### src/hdl/esd_pkg.sv
// shared types and constants of the escape sequence decoder
package esd_pkg;

  // parse state of the front end
  typedef enum logic [1:0] {
    PH_TEXT = 2'd0,
    PH_ESC  = 2'd1,
    PH_DIG1 = 2'd2,
    PH_DIG2 = 2'd3
  } phase_t;

  // up to three decoded bytes caused by one input item
  localparam int unsigned MAX_OUT = 3;

  typedef struct packed {
    logic [MAX_OUT-1:0][7:0] bytes;
    logic [1:0]              cnt;
    logic                    last;
  } bundle_t;

  localparam int unsigned QUEUE_DEPTH_DEF = 2;

  localparam logic [7:0] CHAR_0    = 8'h30;
  localparam logic [7:0] CHAR_3    = 8'h33;
  localparam logic [7:0] CHAR_7    = 8'h37;
  localparam logic [7:0] BACKSLASH = 8'h5C;
  localparam logic [7:0] CHAR_N    = 8'h6E;
  localparam logic [7:0] CHAR_R    = 8'h72;
  localparam logic [7:0] CHAR_F    = 8'h66;
  localparam logic [7:0] CHAR_T    = 8'h74;
  localparam logic [7:0] CHAR_B    = 8'h62;
  localparam logic [7:0] CTL_LF    = 8'h0A;
  localparam logic [7:0] CTL_CR    = 8'h0D;
  localparam logic [7:0] CTL_FF    = 8'h0C;
  localparam logic [7:0] CTL_TAB   = 8'h09;
  localparam logic [7:0] CTL_BS    = 8'h08;
  localparam logic [7:0] CTL_NUL   = 8'h00;

endpackage

### src/hdl/esd_in_if.sv
// input channel: escaped source bytes
interface esd_in_if;
  logic       valid;
  logic       ready;
  logic [7:0] in_byte;
  logic       in_last;

  modport source(output valid, in_byte, in_last, input ready);
  modport sink(input valid, in_byte, in_last, output ready);
endinterface

### src/hdl/esd_out_if.sv
// output channel: decoded bytes
interface esd_out_if;
  logic       valid;
  logic       ready;
  logic [7:0] out_byte;
  logic       run_last;
  logic       string_end;

  modport source(output valid, out_byte, run_last, string_end, input ready);
  modport sink(input valid, out_byte, run_last, string_end, output ready);
endinterface

### src/hdl/esd_front.sv
// front end: parses escapes and packs the decoded bytes of each item
module esd_front (
  input  logic            clk,
  input  logic            rst,
  esd_in_if.sink          text,
  output logic            push,
  output esd_pkg::bundle_t push_data,
  input  logic            full
);
  import esd_pkg::*;

  phase_t     phase, phase_next;
  logic [1:0] held_first_digit, held_first_digit_next;
  logic [2:0] held_second_digit, held_second_digit_next;

  logic       accept;
  logic       plain;
  logic       octal;
  logic [1:0] n;
  logic [7:0] fb;
  logic [7:0] fb_next;
  bundle_t    bnd;

  assign text.ready = !full;
  assign accept     = text.valid && text.ready;
  assign octal      = (text.in_byte >= CHAR_0) && (text.in_byte <= CHAR_7);
  assign fb         = (held_first_digit == 2'd0) ? CTL_NUL : (CHAR_0 + {6'd0, held_first_digit});

  // decode step, bytes are appended in order
  always_comb begin
    bnd = '0;
    n = 2'd0;
    plain = 1'b0;
    phase_next = phase;
    held_first_digit_next = held_first_digit;
    held_second_digit_next = held_second_digit;
    fb_next = CTL_NUL;

    unique case (phase)
      PH_TEXT: begin
        plain = 1'b1;
      end
      PH_ESC: begin
        phase_next = PH_TEXT;
        priority if (text.in_byte == CHAR_N) begin
          bnd.bytes[n] = CTL_LF; n = n + 2'd1;
        end else if (text.in_byte == CHAR_R) begin
          bnd.bytes[n] = CTL_CR; n = n + 2'd1;
        end else if (text.in_byte == CHAR_F) begin
          bnd.bytes[n] = CTL_FF; n = n + 2'd1;
        end else if (text.in_byte == CHAR_T) begin
          bnd.bytes[n] = CTL_TAB; n = n + 2'd1;
        end else if (text.in_byte == CHAR_B) begin
          bnd.bytes[n] = CTL_BS; n = n + 2'd1;
        end else if (text.in_byte >= CHAR_0 && text.in_byte <= CHAR_3) begin
          held_first_digit_next = text.in_byte[1:0];
          phase_next = PH_DIG1;
        end else begin
          bnd.bytes[n] = text.in_byte; n = n + 2'd1;
        end
      end
      PH_DIG1: begin
        if (octal) begin
          held_second_digit_next = text.in_byte[2:0];
          phase_next = PH_DIG2;
        end else begin
          bnd.bytes[n] = fb; n = n + 2'd1;
          plain = 1'b1;
        end
      end
      PH_DIG2: begin
        if (octal) begin
          bnd.bytes[n] = {held_first_digit, held_second_digit, text.in_byte[2:0]};
          n = n + 2'd1;
          phase_next = PH_TEXT;
        end else begin
          bnd.bytes[n] = fb; n = n + 2'd1;
          bnd.bytes[n] = CHAR_0 + {5'd0, held_second_digit}; n = n + 2'd1;
          plain = 1'b1;
        end
      end
    endcase

    // byte that restarts in normal text
    if (plain) begin
      if (text.in_byte == BACKSLASH) begin
        phase_next = PH_ESC;
      end else begin
        phase_next = PH_TEXT;
        bnd.bytes[n] = text.in_byte; n = n + 2'd1;
      end
    end

    // end of string flushes what is held
    if (text.in_last) begin
      fb_next = (held_first_digit_next == 2'd0) ? CTL_NUL
              : (CHAR_0 + {6'd0, held_first_digit_next});
      unique case (phase_next)
        PH_TEXT: begin
        end
        PH_ESC: begin
          bnd.bytes[n] = CTL_NUL; n = n + 2'd1;
        end
        PH_DIG1: begin
          bnd.bytes[n] = fb_next; n = n + 2'd1;
        end
        PH_DIG2: begin
          bnd.bytes[n] = fb_next; n = n + 2'd1;
          bnd.bytes[n] = CHAR_0 + {5'd0, held_second_digit_next}; n = n + 2'd1;
        end
      endcase
      phase_next = PH_TEXT;
    end

    bnd.cnt  = n;
    bnd.last = text.in_last;
  end

  assign push      = accept && (n != 2'd0);
  assign push_data = bnd;

  // parse state
  always_ff @(posedge clk) begin
    if (rst) begin
      phase <= PH_TEXT;
      held_first_digit <= 2'd0;
      held_second_digit <= 3'd0;
    end else if (accept) begin
      phase <= phase_next;
      held_first_digit <= held_first_digit_next;
      held_second_digit <= held_second_digit_next;
    end
  end

  // the final item of a string always yields a result and leaves normal text
  a_last_pushes: assert property (@(posedge clk) disable iff (rst)
    (accept && text.in_last) |-> push)
    else $error("last item produced no result");
  a_last_resets_phase: assert property (@(posedge clk) disable iff (rst)
    (accept && text.in_last) |=> (phase == PH_TEXT))
    else $error("phase not back to text after end of string");

endmodule

### src/hdl/esd_queue.sv
// short queue of decoded byte bundles between front and back end
module esd_queue #(
  parameter int unsigned DEPTH = esd_pkg::QUEUE_DEPTH_DEF
) (
  input  logic             clk,
  input  logic             rst,
  input  logic             push,
  input  esd_pkg::bundle_t push_data,
  output logic             full,
  input  logic             pop,
  output esd_pkg::bundle_t head,
  output logic             head_valid
);
  import esd_pkg::*;

  localparam int unsigned PTR_W = (DEPTH > 1) ? $clog2(DEPTH) : 1;
  localparam int unsigned CNT_W = $clog2(DEPTH + 1);
  localparam logic [PTR_W-1:0] LAST_PTR = PTR_W'(DEPTH - 1);

  bundle_t          entries [DEPTH];
  logic [PTR_W-1:0] wr_ptr, rd_ptr;
  logic [CNT_W-1:0] count;

  assign full       = (count == CNT_W'(DEPTH));
  assign head_valid = (count != '0);
  assign head       = entries[rd_ptr];

  // storage
  always_ff @(posedge clk) begin
    if (push) begin
      entries[wr_ptr] <= push_data;
    end
  end

  // pointers and fill count
  always_ff @(posedge clk) begin
    if (rst) begin
      wr_ptr <= '0;
      rd_ptr <= '0;
      count  <= '0;
    end else begin
      if (push) begin
        wr_ptr <= (wr_ptr == LAST_PTR) ? '0 : wr_ptr + PTR_W'(1);
      end
      if (pop) begin
        rd_ptr <= (rd_ptr == LAST_PTR) ? '0 : rd_ptr + PTR_W'(1);
      end
      if (push && !pop) begin
        count <= count + CNT_W'(1);
      end else if (pop && !push) begin
        count <= count - CNT_W'(1);
      end
    end
  end

  a_no_underflow: assert property (@(posedge clk) disable iff (rst)
    pop |-> head_valid)
    else $error("pop from empty queue");
  a_no_overflow: assert property (@(posedge clk) disable iff (rst)
    push |-> (!full || pop))
    else $error("push into full queue");

endmodule

### src/hdl/esd_back.sv
// back end: sends the bytes of each bundle one at a time
module esd_back (
  input  logic             clk,
  input  logic             rst,
  input  esd_pkg::bundle_t head,
  input  logic             head_valid,
  output logic             pop,
  esd_out_if.source        decoded
);
  import esd_pkg::*;

  bundle_t    cur;
  logic       cur_valid;
  logic [1:0] idx;
  logic       final_one;
  logic       adv;

  assign final_one = (idx == (cur.cnt - 2'd1));
  assign adv       = decoded.valid && decoded.ready;
  assign pop       = head_valid && (!cur_valid || (adv && final_one));

  assign decoded.valid      = cur_valid;
  assign decoded.out_byte   = cur.bytes[idx];
  assign decoded.run_last   = final_one;
  assign decoded.string_end = final_one && cur.last;

  // control of the output bundle register
  always_ff @(posedge clk) begin
    if (rst) begin
      cur_valid <= 1'b0;
      idx <= 2'd0;
    end else if (pop) begin
      cur_valid <= 1'b1;
      idx <= 2'd0;
    end else if (adv) begin
      if (final_one) begin
        cur_valid <= 1'b0;
        idx <= 2'd0;
      end else begin
        idx <= idx + 2'd1;
      end
    end
  end

  // payload
  always_ff @(posedge clk) begin
    if (pop) begin
      cur <= head;
    end
  end

  a_idx_in_range: assert property (@(posedge clk) disable iff (rst)
    cur_valid |-> ((cur.cnt != 2'd0) && (idx < cur.cnt)))
    else $error("byte index outside bundle");
  a_pop_when_free: assert property (@(posedge clk) disable iff (rst)
    (cur_valid && !adv) |-> !pop)
    else $error("bundle register overwritten while busy");

endmodule

### src/hdl/escape_sequence_decoder_top.sv
// escape sequence decoder: front parser, bundle queue, byte serializer
// path: decoded bytes pass through a queue entry and then the output bundle register
// throughput: one item per cycle while each item yields at most one byte and
//   decoded.ready is held; an item yielding more bytes is sent one byte at a time,
//   the queue of QUEUE_DEPTH bundles absorbs the difference, input stalls while it is full
// reset: synchronous rst returns the parser to normal text and empties the queue
module escape_sequence_decoder_top #(
  parameter int unsigned QUEUE_DEPTH = esd_pkg::QUEUE_DEPTH_DEF
) (
  input logic       clk,
  input logic       rst,
  esd_in_if.sink    text,
  esd_out_if.source decoded
);
  import esd_pkg::*;

  logic    push, full, pop, head_valid;
  bundle_t push_data, head;

  esd_front u_front (
    .clk       (clk),
    .rst       (rst),
    .text      (text),
    .push      (push),
    .push_data (push_data),
    .full      (full)
  );

  esd_queue #(
    .DEPTH (QUEUE_DEPTH)
  ) u_queue (
    .clk        (clk),
    .rst        (rst),
    .push       (push),
    .push_data  (push_data),
    .full       (full),
    .pop        (pop),
    .head       (head),
    .head_valid (head_valid)
  );

  esd_back u_back (
    .clk        (clk),
    .rst        (rst),
    .head       (head),
    .head_valid (head_valid),
    .pop        (pop),
    .decoded    (decoded)
  );

endmodule
### src/flat_wrapper.sv
// flat-port wrapper written by rule: the top's interface ports become plain ports
module escape_sequence_decoder_top_flat import esd_pkg::*;
#(
  parameter int unsigned QUEUE_DEPTH = esd_pkg::QUEUE_DEPTH_DEF
)
  (clk, rst, text_valid, text_in_byte, text_in_last, text_ready, decoded_valid, decoded_out_byte, decoded_run_last, decoded_string_end, decoded_ready);
  esd_in_if text_i ();
  esd_out_if decoded_i ();
  input logic clk;
  input logic rst;
  input wire logic [$bits(text_i.valid)-1:0] text_valid;
  input wire logic [$bits(text_i.in_byte)-1:0] text_in_byte;
  input wire logic [$bits(text_i.in_last)-1:0] text_in_last;
  output wire logic [$bits(text_i.ready)-1:0] text_ready;
  output wire logic [$bits(decoded_i.valid)-1:0] decoded_valid;
  output wire logic [$bits(decoded_i.out_byte)-1:0] decoded_out_byte;
  output wire logic [$bits(decoded_i.run_last)-1:0] decoded_run_last;
  output wire logic [$bits(decoded_i.string_end)-1:0] decoded_string_end;
  input wire logic [$bits(decoded_i.ready)-1:0] decoded_ready;
  assign text_i.valid = text_valid;
  assign text_i.in_byte = text_in_byte;
  assign text_i.in_last = text_in_last;
  assign text_ready = text_i.ready;
  assign decoded_valid = decoded_i.valid;
  assign decoded_out_byte = decoded_i.out_byte;
  assign decoded_run_last = decoded_i.run_last;
  assign decoded_string_end = decoded_i.string_end;
  assign decoded_i.ready = decoded_ready;
  escape_sequence_decoder_top #(.QUEUE_DEPTH(QUEUE_DEPTH)) u_core (.clk(clk), .rst(rst), .text(text_i), .decoded(decoded_i));
endmodule
### config.mk
export PLATFORM = sky130hd
export DESIGN_NAME = escape_sequence_decoder_top_flat
export DESIGN_NICKNAME = d
export VERILOG_FILES = /design/src/hdl/esd_pkg.sv /design/src/hdl/esd_in_if.sv /design/src/hdl/esd_out_if.sv /design/src/hdl/esd_front.sv /design/src/hdl/esd_queue.sv /design/src/hdl/esd_back.sv /design/src/hdl/escape_sequence_decoder_top.sv /design/src/flat_wrapper.sv
export SDC_FILE = /design/constraint.sdc
export NUM_CORES = 1
export LEC_CHECK = 0
export BUFFER_PORTS_ARGS = -buffer_cell sky130_fd_sc_hd__buf_2
export CORE_MARGIN = 8
export CORE_UTILIZATION = 54
export DETAILED_ROUTE_END_ITERATION = 8
export PLACE_DENSITY = 0.72
export SLEW_MARGIN = 15
export SYNTH_ARGS = -nofsm -noshare
export SYNTH_HDL_FRONTEND = slang
export SYNTH_SLANG_ARGS = --single-unit
### constraint.sdc
create_clock -name clk -period 7.8 [get_ports clk]
set_clock_uncertainty 0.1 [all_clocks]
set_input_delay 0.78 -clock clk [delete_from_list [all_inputs] [get_ports clk]]
set_output_delay 0.78 -clock clk [all_outputs]
set_load 0.02 [all_outputs]
* Yosys cells after proc, flatten, opt, wreduce, memory -nomap -nowiden
Memories as Yosys holds them, arrays and structs flattened. A register that Yosys moved wholly into a read port is not among the register bits.
Cells that the tools add are included.
** Cells by class
- Multiplexer cells :: 74
- Magnitude comparators :: 10
- Reduce and logical (&&, ||, !) cells :: 30
- $add $sub $neg :: 13
- Bitwise gates (word level) :: 2
- Equality and inequality tests :: 14
** Operator list (count)
- 8-bit two-way mux :: 12
- 24-bit bitwise mux :: 3
- 24-bit two-way mux :: 3
- 24-bit one-hot mux with 3 select lines :: 1
- 8-bit demux with 2-bit select :: 3
- 8-bit by 7-bit == test with 1-bit output, second input constant :: 6
- 2-bit two-way mux :: 24
- 7-bit two-way mux :: 4
- 24-bit bitwise AND :: 1
- 24-bit inverter :: 1
- 8-bit one-hot mux with 3 select lines :: 1
- 8-bit binary-select mux with 2-bit select :: 1
- 8-bit by 6-bit less-or-equal comparator with 1-bit output, second input constant :: 2
- 1-bit two-way mux :: 16
- 6-bit by 2-bit adder with 7-bit output, first input constant :: 2
- 6-bit by 3-bit adder with 7-bit output, first input constant :: 2
- 1-bit logical AND :: 13
- 2-bit by 3-bit less-than comparator with 1-bit output, second input constant :: 4
- 2-bit one-hot mux with 3 select lines :: 2
- 2-bit by 1-bit adder with 2-bit output, second input constant :: 5
- 2-bit == test, second input constant :: 5
- 2-bit nonzero test :: 5
- 8-bit by 6-bit >= comparator with 1-bit output, second input constant :: 1
- 2-bit by 1-bit >= comparator with 1-bit output, second input constant :: 3
- 12 further kinds :: 23
** Word-level totals
- RAM bits :: 54
- Memories kept :: 1
- Output and inout port bits :: 12
- Bits in registers :: 14
- Word-level logic and storage cells :: 152
** Memory list
- u_core.u_queue.entries :: depth 2, bits a word 27, read ports 1, clocked after Yosys merged registers in 1, write ports 1, RTL line esd_queue.sv:20 : bundle_t entries [DEPTH];

* Logic depth before layout (Yosys ltp)
Gate-level depths: netlist (run 1).
- Word-level depth :: 22
- Mapped depth :: 16
- Depth with buffers taken out :: 15

* Cells and area by module
A second synthesis (run 1) with hierarchy kept.
** Second synthesis, totals
- Cell total of the unflattened synthesis :: 443
- Area, all modules :: 5016.1 sq um
** Modules (own cells, without submodules)
- esd_queue :: cells each 106, times used 1, area an instance 2163.3 sq um
- esd_front :: cells each 260, times used 1, area an instance 1681.6 sq um
- esd_back :: cells each 77, times used 1, area an instance 1171.1 sq um

* Least setup slack after synthesis (run 1)
No wires, ideal clock.
- Path kind :: input-to-reg
- Start :: in text_in_byte[3]
- End :: mem u_core.u_queue.entries[0][0] in the netlist's numbering, enable pin
- Cell stages on the path :: 12
- Arrival :: 5.662 ns
- Path slack :: 1.577 ns
- Library setup time :: 0.461 ns
- Data required time :: 7.239 ns
- Cell sequence :: or3b_1 > buf_6 > o211ai_1 > inv_1 > or3_1 > ha_1 > mux2i_1 > nand2b_1 > ha_1 > o21a_1 > o21ai_0 > a311oi_1
** On the way
- Longest elaborated chain between the ends :: 20
- Elaborated cells on any way between the ends :: 48
- Those cells by class :: add/sub (3); order compare (3); eq/ne (9); mux (28); reduce/logical (5)
** RTL lines
- from (decl) :: RTL line flat_wrapper.sv:12 : input wire logic [$bits(text_i.in_byte)-1:0] text_in_byte;
- 8-bit by 6-bit >= comparator with 1-bit output / 8-bit by 6-bit less-or-equal comparator with 1-bit output (equally long branches) :: RTL line esd_front.sv:26, esd_front.sv:55
- 1-bit logical AND :: RTL line esd_front.sv:55 : end else if (text.in_byte >= CHAR_0 && text.in_byte <= CHAR_3) begin
- 1-bit two-way mux :: RTL line esd_front.sv:55
- 1-bit two-way mux :: RTL line esd_front.sv:53 : end else if (text.in_byte == CHAR_B) begin
- 1-bit two-way mux :: RTL line esd_front.sv:51 : end else if (text.in_byte == CHAR_T) begin
- 1-bit two-way mux :: RTL line esd_front.sv:49 : end else if (text.in_byte == CHAR_F) begin
- 1-bit two-way mux :: RTL line esd_front.sv:47 : end else if (text.in_byte == CHAR_R) begin
- 1-bit two-way mux :: RTL line esd_front.sv:45 : priority if (text.in_byte == CHAR_N) begin
- (+4 left out)
- 2-bit by 1-bit adder with 2-bit output :: RTL line esd_front.sv:102, esd_front.sv:105, esd_front.sv:108
- 2-bit by 1-bit adder with 2-bit output :: RTL line esd_front.sv:109 : bnd.bytes[n] = CHAR_0 + {5'd0, held_second_digit_next}; n = n + 2'd1;
- 2-bit one-hot mux with 2 select lines :: RTL line esd_front.sv:98 : unique case (phase_next)
- 2-bit two-way mux (*) :: RTL line esd_front.sv:95 : if (text.in_last) begin
- 2-bit nonzero test (*) :: RTL line esd_front.sv:119 : assign push = accept && (n != 2'd0);
- 1-bit logical AND (*) :: RTL line esd_front.sv:119
- 1-bit two-way mux (*) :: RTL line esd_queue.sv:30 : if (push) begin
- 1-bit two-way mux (implied by the code) (*) :: RTL line esd_queue.sv:31 : entries[wr_ptr] <= push_data;
- to (decl) :: RTL line esd_queue.sv:20
Every way passes the cells marked *; elsewhere a longest branch is shown, timed or not.

* Worst setup path after layout (run 1)
- Start :: in text_in_byte[3]
- End :: reg u_core.u_queue.count[1]
** On the way
- Longest elaborated chain between the ends :: 21
- Elaborated cells on any way between the ends :: 51
- Those cells by class :: add/sub (3); order compare (3); eq/ne (9); mux (27); reduce/logical (9)
** RTL lines
- 8-bit by 6-bit >= comparator with 1-bit output / 8-bit by 6-bit less-or-equal comparator with 1-bit output (equally long branches) :: RTL line esd_front.sv:26, esd_front.sv:55
- 1-bit logical AND :: RTL line esd_front.sv:55
- 1-bit two-way mux :: RTL line esd_front.sv:55
- 1-bit two-way mux :: RTL line esd_front.sv:53
- 1-bit two-way mux :: RTL line esd_front.sv:51
- 1-bit two-way mux :: RTL line esd_front.sv:49
- 1-bit two-way mux :: RTL line esd_front.sv:47
- 1-bit two-way mux :: RTL line esd_front.sv:45
- (+6 left out)
- 2-bit one-hot mux with 2 select lines :: RTL line esd_front.sv:98
- 2-bit two-way mux (*) :: RTL line esd_front.sv:95
- 2-bit nonzero test (*) :: RTL line esd_front.sv:119
- 1-bit logical AND (*) :: RTL line esd_front.sv:119
- named net u_core.push :: RTL line escape_sequence_decoder_top.sv:17 : logic push, full, pop, head_valid;
- 1-bit logical NOT :: RTL line esd_queue.sv:50 : end else if (pop && !push) begin
- 1-bit logical AND :: RTL line esd_queue.sv:50
- 2-bit nonzero test (no line)
- to (signal assigned) :: RTL line esd_queue.sv:49 : count <= count + CNT_W'(1);
- to (signal assigned) :: RTL line esd_queue.sv:51 : count <= count - CNT_W'(1);
- to (decl) :: RTL line esd_queue.sv:22 : logic [CNT_W-1:0] count;
The timed path passes the listed nets; every way through them passes the cells marked *.
A chain may end at the register's enable or synchronous reset.

==> results of run 1 <==
-- cell usage in the layout (no fill, tap or decap), types with 6 or more instances in the layout --
cell type / netlist / final
clkbuf_8: 0 / 9
inv_1: 19 / 19
ha_1: 13 / 13
nand2b_1: 14 / 14
edfxtp_1: 81 / 81
nor3_1: 12 / 12
nand2_1: 31 / 31
a31oi_1: 7 / 7
o21ai_0: 36 / 36
and3_1: 6 / 6
nor2b_1: 10 / 10
o211ai_1: 7 / 7
nor2_1: 31 / 30
buf_2: 1 / 24
mux2_2: 30 / 30
mux2i_1: 16 / 16
a21oi_1: 19 / 19
nand3_1: 15 / 15
dfxtp_1: 14 / 14
-- per-stage QoR --
| stage | total power, mW | utilization (%) | hold slack [ps] | worst slack [ps] |
|---|---|---|---|---|
| after detailed placement | 1.13 | 58.0 | 413 | 2180 |
| after global routing | 1.49 | 60.0 | 466 | 2200 |
| after global placement | 1.11 | 58.0 | 414 | 2430 |
| after CTS | 1.43 | 60.0 | 430 | 2580 |
| after floorplan | 1.02 | - | 383 | 1580 |
| final | 1.42 | 60.0 | 439 | 2560 |
-- registers in the layout (all words and copies together), names as in the netlist --
signal and count:
u_core.u_front.phase 2, u_core.u_queue.entries 54, u_core.u_back.decoded.valid 1, u_core.u_front.held_second_digit 3, u_core.u_front.held_first_digit 2, u_core.u_back.idx 2
u_core.u_queue.wr_ptr 1, u_core.u_queue.count 2, u_core.u_queue.rd_ptr 1, u_core.u_back.cur 27
-- synthesized netlist by cell type (all sizes together), types with 3 or more instances --
cell type | count | area (um2)
a21oi | 19 | 95.1
o21ai | 38 | 190
a31oi | 7 | 43.8
edfxtp | 81 | 2430
a21o | 4 | 30.0
or3 | 4 | 25.0
o211ai | 7 | 52.6
o22ai | 3 | 18.8
dfxtp | 14 | 280
mux2 | 30 | 338
and3 | 6 | 37.5
nor2 | 31 | 116
inv | 19 | 71.3
nand2 | 31 | 116
a21boi | 4 | 30.0
nand2b | 14 | 87.6
nor2b | 10 | 62.6
nand3 | 15 | 75.1
mux2i | 16 | 160
buf | 6 | 31.3
xor2 | 4 | 35.0
o221ai | 3 | 26.3
nand4 | 3 | 18.8
ha | 13 | 163
clkbuf | 15 | 56.3
or2 | 3 | 18.8
a2bb2oi | 3 | 26.3
and3b | 3 | 26.3
nor3 | 12 | 60.1
a211oi | 5 | 37.5
-- worst max-delay path, cell delays in order --
cell      delay, ps
buf_2           150
or3b_1          520
o211ai_1        430
inv_1           110
or3_1           410
ha_1            300
mux2i_1         110
nand2b_1        280
ha_1            320
o21a_1          200
o21ai_0         750
a31oi_1         190
ha_1            360
or3_1           380
a21oi_1         140
-- logic make-up after synthesis --
| family | count (synthesis) | share of synthesized area, % |
|---|---|---|
| and+or+nand+nor | 145 | 15.3 |
| DFF | 95 | 53.5 |
| xor gates and xnor gates | 5 | 0.864 |
| AOI/OAI and AO/OA | 112 | 14.2 |
| muxes | 46 | 9.83 |
| buffers and inverters | 40 | 3.14 |
| adders and majority gates | 13 | 3.21 |
-- power breakdown --
group | internal [mW] | switching (mW)
Combinational | 0.143 | 0.221
Clock | 0.122 | 0.180
Sequential | 0.708 | 0.0426
-- final timing paths --
path	startpoint	to	slack, ps	cells after the start
hold reg to reg	u_core.u_queue.count[1]$_SDFFE_PP0P_	u_core.u_queue.count[1]$_SDFFE_PP0P_	440	2
setup reg to reg	u_core.u_front.phase[1]$_SDFFE_PP0P_	u_core.u_queue.count[1]$_SDFFE_PP0P_	2900	14
setup / recovery	text_in_byte[3]	u_core.u_queue.count[1]$_SDFFE_PP0P_	2560	15
hold / removal	u_core.u_queue.count[1]$_SDFFE_PP0P_	u_core.u_queue.count[1]$_SDFFE_PP0P_	440	2
-- final cells by class --
| type | instances | area [um2] |
|---|---|---|
| Clock buffer | 9 | 124 |
| Clock inverter | 7 | 63.8 |
| Fill cell | 781 | 3660 |
| Inverter | 19 | 71.3 |
| Multi-Input combinational cell | 321 | 2230 |
| Sequential cell | 95 | 2710 |
| Tap cell | 111 | 139 |
| Timing Repair Buffer | 28 | 150 |
-- per-layer routing --
metal	vias up	routed length, um
met4	0	198
li1	1748	-
met5	-	0
met1	1788	5140
met3	14	516
met2	109	5400
==> results.txt, run 1 <==
Pre-antenna DRT Iters = 5
Syn Inst Count = 456
clock sink total = 95
post-synthesis cell area = 5070 um2
Post-synth EDFFs = 81
Die W = 113 um
vias per std cell = 6.20
Longest Clk Path Bufs = 2
1st-iter DRT viols = 347
fin cells = 590
# resized after CTS = 0
final slew viol count = 0
post-DP HPWL = 8240 um
Power Dens Cells = 258 nW/um2
gr busiest metal = met2
H-tree levels = 3
Max VDD drop = 151 uV
Critical Path Sink Type = register
remaining antenna violation count = 0
Yosys warnings = 0
Root Buffer = clkbuf_8
post-synth cell types = 63
GPL Wtd Cong = 0.947
Post-route DRC = 0
max_cap viols = 0
outcome = completed
Vias = 3659
Mean Syn Cell Area = 11.1 um2
first-pass GRT wire length = 18200 um
Slew @ Worst Pin = 971 ps
antenna cells = 0
clock latency on the worst-skew pair = 360 ps
worst min-delay path class = register to register
GR Overflow Total = 0
finished layout cell area = 5490 um2
vias in the first global route = 3551
Final Hold Fails = 0
leakage = 1.99 nW
Wirelength per Cell = 19.1 um
period utilization = 67.1%
Rows = 35
Req. time, crit path = 8000 ps
post-synthesis sequential area ratio = 53.5%
Final TNS setup = 0 ps
core area = 9150 um2
layout cells sized above 1 = 17.1%
Buffers on Ports = 24
cell area after placement = 5310 um2
CTS buffer count = 9
GRT met3 Usage = 3.73%
CP Class = primary input to register
post-layout min period = 5240 ps
DP Cell Count = 574
main flop type after synthesis = edfxtp_1
Worst slew margin = 34.6%
Starting Density = 55.4%
gr usage total = 18.0%
die area = 12700 um2
# hold bufs at CTS = 0
clk slew on worst S/H paths = 100 ps
CTS tree = yes
setup bufs post-CTS = 0
# nets final = 500
RSZ-0062 raised after global routing = false
CP Launch Type = primary input
Final setup viols = 0
syn_nets = 482
CP Max Fanout = 8
final WL = 11300 um
FMAX = 191 MHz
DIE HEIGHT = 113 um
Worst EP arrival = 5430 ps
GR Util met2 = 29.4%
Layout area overhead = 8.42%
asr flop ratio synth = 0%
IO Count = 25
antenna violations before repair = 0
Seq cells post-synth = 95
largest net degree at the start of global routing = 31
GR Util met1 = 23.3%
Note: power is estimated with default switching activity, not from simulation.
==> inputs of run 2 (changes only) <==
- PLACE_DENSITY: 0.72 -> 0.74
- clock period: 7.8 -> 4.4 ns (I/O delays scaled with it)
==> results.txt, run 2 (same netlist as run 1, synthesis figures left out) <==
Layout area overhead = 10.7%
# hold bufs at CTS = 0 (unchanged)
largest net degree at the start of global routing = 31 (unchanged)
CP Launch Type = primary input
RSZ-0062 raised after global routing = false
Post-route DRC = 0 (unchanged)
period utilization = 86.7%
Largest regs = u_core.u_queue.entries: 54 flops, u_core.u_back.cur: 27 flops, u_core.u_front.held_second_digit: 3 flops
setup bufs post-CTS = 0 (unchanged)
Starting Density = 55.4% (unchanged)
Reg with most FFs = u_core.u_queue.entries
post-layout min period = 3820 ps
H-tree levels = 3 (unchanged)
core area = 9150 um2 (unchanged)
Slew @ Worst Pin = 799 ps (-172 ps)
worst min-delay path class = primary input to register
Root Buffer = clkbuf_8
Worst slew margin = 46.6% (+12 points)
fin cells = 598 (+1.4%)
Req. time, crit path = 4590 ps (-3410 ps)
1st-iter DRT viols = 280 (-19%)
Filler cells = 724 (-7.3%)
antenna violations before repair = 0 (unchanged)
CP Class = primary input to register
final WL = 11000 um (-2.1%)
clk slew on worst S/H paths = 100 ps (about the same)
Buffers on Ports = 24 (unchanged)
DIE HEIGHT = 113 um (unchanged)
max_cap viols = 0 (unchanged)
Worst EP arrival = 4010 ps (-1420 ps)
GR Overflow Total = 0 (unchanged)
CP Max Fanout = 8 (unchanged)
DP Cell Count = 582 (+1.4%)
Max VDD drop = 278 uV (+84%)
# resized after CTS = 0 (unchanged)
vias per std cell = 6.26 (+0.90%)
Vias = 3742 (+2.3%)
clock sink total = 95 (unchanged)
cell area after placement = 5400 um2 (+1.8%)
commonest non-fill, non-tap cell in the layout = edfxtp_1
post-DP HPWL = 8040 um (-2.3%)
total power draw = 2.56 mW (+81%)
Pre-antenna DRT Iters = 6 (+1)
remaining antenna violation count = 0 (unchanged)
FMAX = 262 MHz
final slew viol count = 0 (unchanged)
CTS buffer count = 9 (unchanged)
layout cells sized above 1 = 18.9% (+1.8 points)
first-pass GRT wire length = 17900 um (-1.4%)
clock latency on the worst-skew pair = 350 ps (about the same)
Rows = 35 (unchanged)
die area = 12700 um2 (unchanged)
gr usage total = 17.7% (-0.38 points)
worst hold slack = 286 ps (-153 ps)
Final setup viols = 0 (unchanged)
vias in the first global route = 3559 (+0.23%)
Longest Clk Path Bufs = 2 (unchanged)
Final Hold Fails = 0 (unchanged)
GPL Wtd Cong = 0.966 (+2.0%)
finished layout cell area = 5610 um2 (+2.1%)
Die W = 113 um (unchanged)
outcome = completed
CTS tree = yes
antenna cells = 0 (unchanged)
IO Count = 25 (unchanged)
# nets final = 508 (+1.6%)
Wirelength per Cell = 18.4 um (-3.4%)
Final TNS setup = 0 ps (unchanged)
leakage = 2.06 nW (+3.7%)
commonest cells after routing, fill and taps aside = edfxtp_1, o21ai_0, nand2_1
Power Dens Cells = 457 nW/um2 (+77%)
max reg flops = 54 (unchanged)
Critical Path Sink Type = register
## run 2: layer usage
metal | track usage (%) | vias to the layer above | wire length, um
met5 | 0 | - | 0
met4 | 7.10 | 0 | 231
met3 | 3.62 | 25 | 741
met2 | 28.3 | 156 | 5160
met1 | 22.9 | 1795 | 4890
li1 | - | 1766 | -
## run 2: worst max-delay path: stages
cell      delay [ps]
buf_2            150
or3b_1           410
o211ai_1         220
inv_1             90
or3_1            400
ha_1             310
mux2i_1          290
nand2b_4         210
ha_1             230
nor2b_1          130
o21ai_1          180
a31oi_1          130
ha_1             330
or3_1            370
a21oi_1          130
## run 2: through the flow
step           setup slack, ps  util [%]
2_1_floorplan             5.45         -
3_3_place_gp               279      59.0
3_5_place_dp               206      59.0
4_1_cts                    596      61.3
5_1_grt                    349      61.3
6_report                   584      61.3
## run 2: path summary, 6_finish.rpt
kind | from | to | slack, ps | depth (start not counted)
hold / removal | text_in_last | u_core.u_queue.entries[0][0]$_DFFE_PP_ | 290 | 1
setup reg to reg | u_core.u_front.phase[1]$_SDFFE_PP0P_ | u_core.u_queue.count[1]$_SDFFE_PP0P_ | 750 | 14
hold reg to reg | u_core.u_queue.rd_ptr$_SDFFE_PP0P_ | u_core.u_queue.rd_ptr$_SDFFE_PP0P_ | 410 | 2
setup / recovery | text_in_byte[3] | u_core.u_queue.count[1]$_SDFFE_PP0P_ | 580 | 15
## run 2: report_power, final
group	total, mW	switching, mW	internal (mW)
registers	1.33	0.0746	1.26
clock network	0.582	0.308	0.275
logic	0.649	0.385	0.265
## run 2: area by class of cell
cell class | instances | area (um2) | area share (%)
Clock buffer | 9 | 124 | 2.21
Clock inverter | 7 | 85.1 | 1.52
Inverter | 19 | 71.3 | 1.27
Multi-Input combinational cell | 321 | 2240 | 40.0
Sequential cell | 95 | 2710 | 48.4
Tap cell | 111 | 139 | 2.48
Timing Repair Buffer | 36 | 235 | 4.19
==> inputs of run 3 (changes only) <==
- REMOVE_ABC_BUFFERS: default -> 1
==> results.txt, run 3 (same netlist as run 1, synthesis figures left out) <==
# hold bufs at CTS = 0 (unchanged)
Final setup viols = 0 (unchanged)
post-layout min period = 3840 ps (+21.7 ps)
Pre-antenna DRT Iters = 5 (-1)
H-tree levels = 3 (unchanged)
commonest non-fill, non-tap cell in the layout = edfxtp_1
outcome = completed
CP Class = primary input to register
GR Overflow Total = 0 (unchanged)
Final TNS setup = 0 ps (unchanged)
Vias = 3731 (-0.29%)
final WL = 11900 um (+8.0%)
CP Max Fanout = 8 (unchanged)
# resized after CTS = 0 (unchanged)
crit path to = u_core.u_queue.count[1]$_SDFFE_PP0P_
Power Dens Cells = 459 nW/um2 (+0.49%)
CTS tree = yes
CP startpoint = text_in_byte[3]
Worst slew margin = 48.8% (+2.2 points)
clock latency on the worst-skew pair = 360 ps (about the same)
Reg with most FFs = u_core.u_queue.entries
Root Buffer = clkbuf_8
Req. time, crit path = 4590 ps (about the same)
commonest cells after routing, fill and taps aside = edfxtp_1, o21ai_0, nand2_1
RSZ-0062 raised after global routing = false
FMAX = 261 MHz (-0.56%)
max_cap viols = 0 (unchanged)
final slew viol count = 0 (unchanged)
Slew @ Worst Pin = 766 ps (-33.2 ps)
CTS buffer count = 9 (unchanged)
antenna violations before repair = 0 (unchanged)
gr usage total = 19.1% (+1.4 points)
Final Hold Fails = 0 (unchanged)
setup bufs post-CTS = 0 (unchanged)
Worst EP arrival = 4020 ps (about the same)
leakage = 2.07 nW (+0.54%)
worst-case reg-to-reg path depth = 14 (unchanged)
Starting Density = 55.4% (unchanged)
1st-iter DRT viols = 262 (-6.4%)
antenna cells = 0 (unchanged)
IO Count = 25 (unchanged)
CP Launch Type = primary input
first-pass GRT wire length = 19200 um (+7.0%)
Max VDD drop = 219 uV (-21%)
clock sink total = 95 (unchanged)
vias in the first global route = 3644 (+2.4%)
clk slew on worst S/H paths = 90 ps (about the same)
core area = 9150 um2 (unchanged)
final core utilization = 61.7% (+0.44 points)
period utilization = 87.2% (+0.49 points)
max reg flops = 54 (unchanged)
vias per std cell = 6.18 (-1.3%)
Largest regs = u_core.u_queue.entries: 54 flops, u_core.u_back.cur: 27 flops, u_core.u_front.held_second_digit: 3 flops
Longest Clk Path Bufs = 2 (unchanged)
worst min-delay path class = primary input to register
Buffers on Ports = 24 (unchanged)
GPL Wtd Cong = 0.979 (+1.4%)
R2R Setup Slk = 780 ps (+30 ps)
Rows = 35 (unchanged)
Post-route DRC = 0 (unchanged)
largest net degree at the start of global routing = 30 (-3.2%)
Die W = 113 um (unchanged)
reg-to-reg critical path startpoint = u_core.u_front.phase[1]$_SDFFE_PP0P_
# nets final = 514 (+1.2%)
remaining antenna violation count = 0 (unchanged)
post-DP HPWL = 8800 um (+9.4%)
Layout area overhead = 11.5%
layout cells sized above 1 = 19.5% (+0.58 points)
Wirelength per Cell = 19.7 um (+6.9%)
R2R Path End = u_core.u_queue.count[1]$_SDFFE_PP0P_
Critical Path Sink Type = register
DIE HEIGHT = 113 um (unchanged)
die area = 12700 um2 (unchanged)
run 3: cell count changes in the layout (fill, tap and decap cells not counted):
cell	before	now
ha_1	12	13
o21ai_1	3	2
inv_6	3	2
clkinv_4	2	0
clkinv_8	0	1
nand2b_4	1	0
buf_4	10	16
clkinvlp_4	0	2
ha_2	1	0
nand2b_1	13	14
o21ai_0	35	36
run 3: power breakdown:
part / internal (mW) / total, mW / switching [mW]
Clock: 0.275 / 0.593 / 0.318
Combinational: 0.266 / 0.661 / 0.395
Sequential: 1.26 / 1.34 / 0.0821
run 3: cell type report:
class	count	area [um2]
clock buffer	9	124
clock inverter	7	90.1
fill	730	3500
inverter	19	71.3
multi-input combinational	321	2230
sequential	95	2710
tap	111	139
timing repair buffer	42	280
run 3: worst min path at each step:
stage	from	end	slack, ps	depth (start not counted)
5_1_grt	text_in_last	u_core.u_queue.entries[1][0]$_DFFE_PP_	270	1
3_5_place_dp	u_core.u_queue.count[1]$_SDFFE_PP0P_	u_core.u_queue.count[1]$_SDFFE_PP0P_	420	2
6_report	text_in_last	u_core.u_queue.entries[0][0]$_DFFE_PP_	300	1
2_1_floorplan	u_core.u_front.held_first_digit[0]$_SDFFE_PP0P_	u_core.u_front.held_first_digit[0]$_SDFFE_PP0P_	380	2
4_1_cts	text_in_last	u_core.u_queue.entries[0][0]$_DFFE_PP_	270	1
3_3_place_gp	u_core.u_queue.count[1]$_SDFFE_PP0P_	u_core.u_queue.count[1]$_SDFFE_PP0P_	410	2
run 3: stage by stage:
step / setup WS [ps] / area [um2] / cells / hold slack (ps) / power, mW
after floorplan: -1520 / 4980 / 435 / 377 / 1.79
after CTS: 589 / 5650 / 604 / 267 / 2.62
final: 563 / 5650 / 604 / 297 / 2.59
after global placement: 300 / 5440 / 588 / 405 / 2.00
after global routing: 323 / 5650 / 604 / 274 / 2.73
after detailed placement: 214 / 5440 / 588 / 424 / 2.03
run 3: layer usage:
layer | wire (um) | up-vias | global-route usage (%)
met4 | 186 | 0 | 5.68
met3 | 436 | 16 | 3.19
met1 | 5510 | 1828 | 24.6
met2 | 5760 | 101 | 32.3
li1 | - | 1786 | -
met5 | 0 | - | 0
run 3: critical path, cell delays in order:
cell      delay [ps]
buf_2            150
or3b_1           410
o211ai_1         230
inv_1             80
or3_1            400
ha_1             310
mux2i_1          170
nand2b_1         200
ha_1             250
nor2b_1          120
o21ai_0          270
a31oi_1          140
ha_1             330
or3_1            370
a21oi_1          130
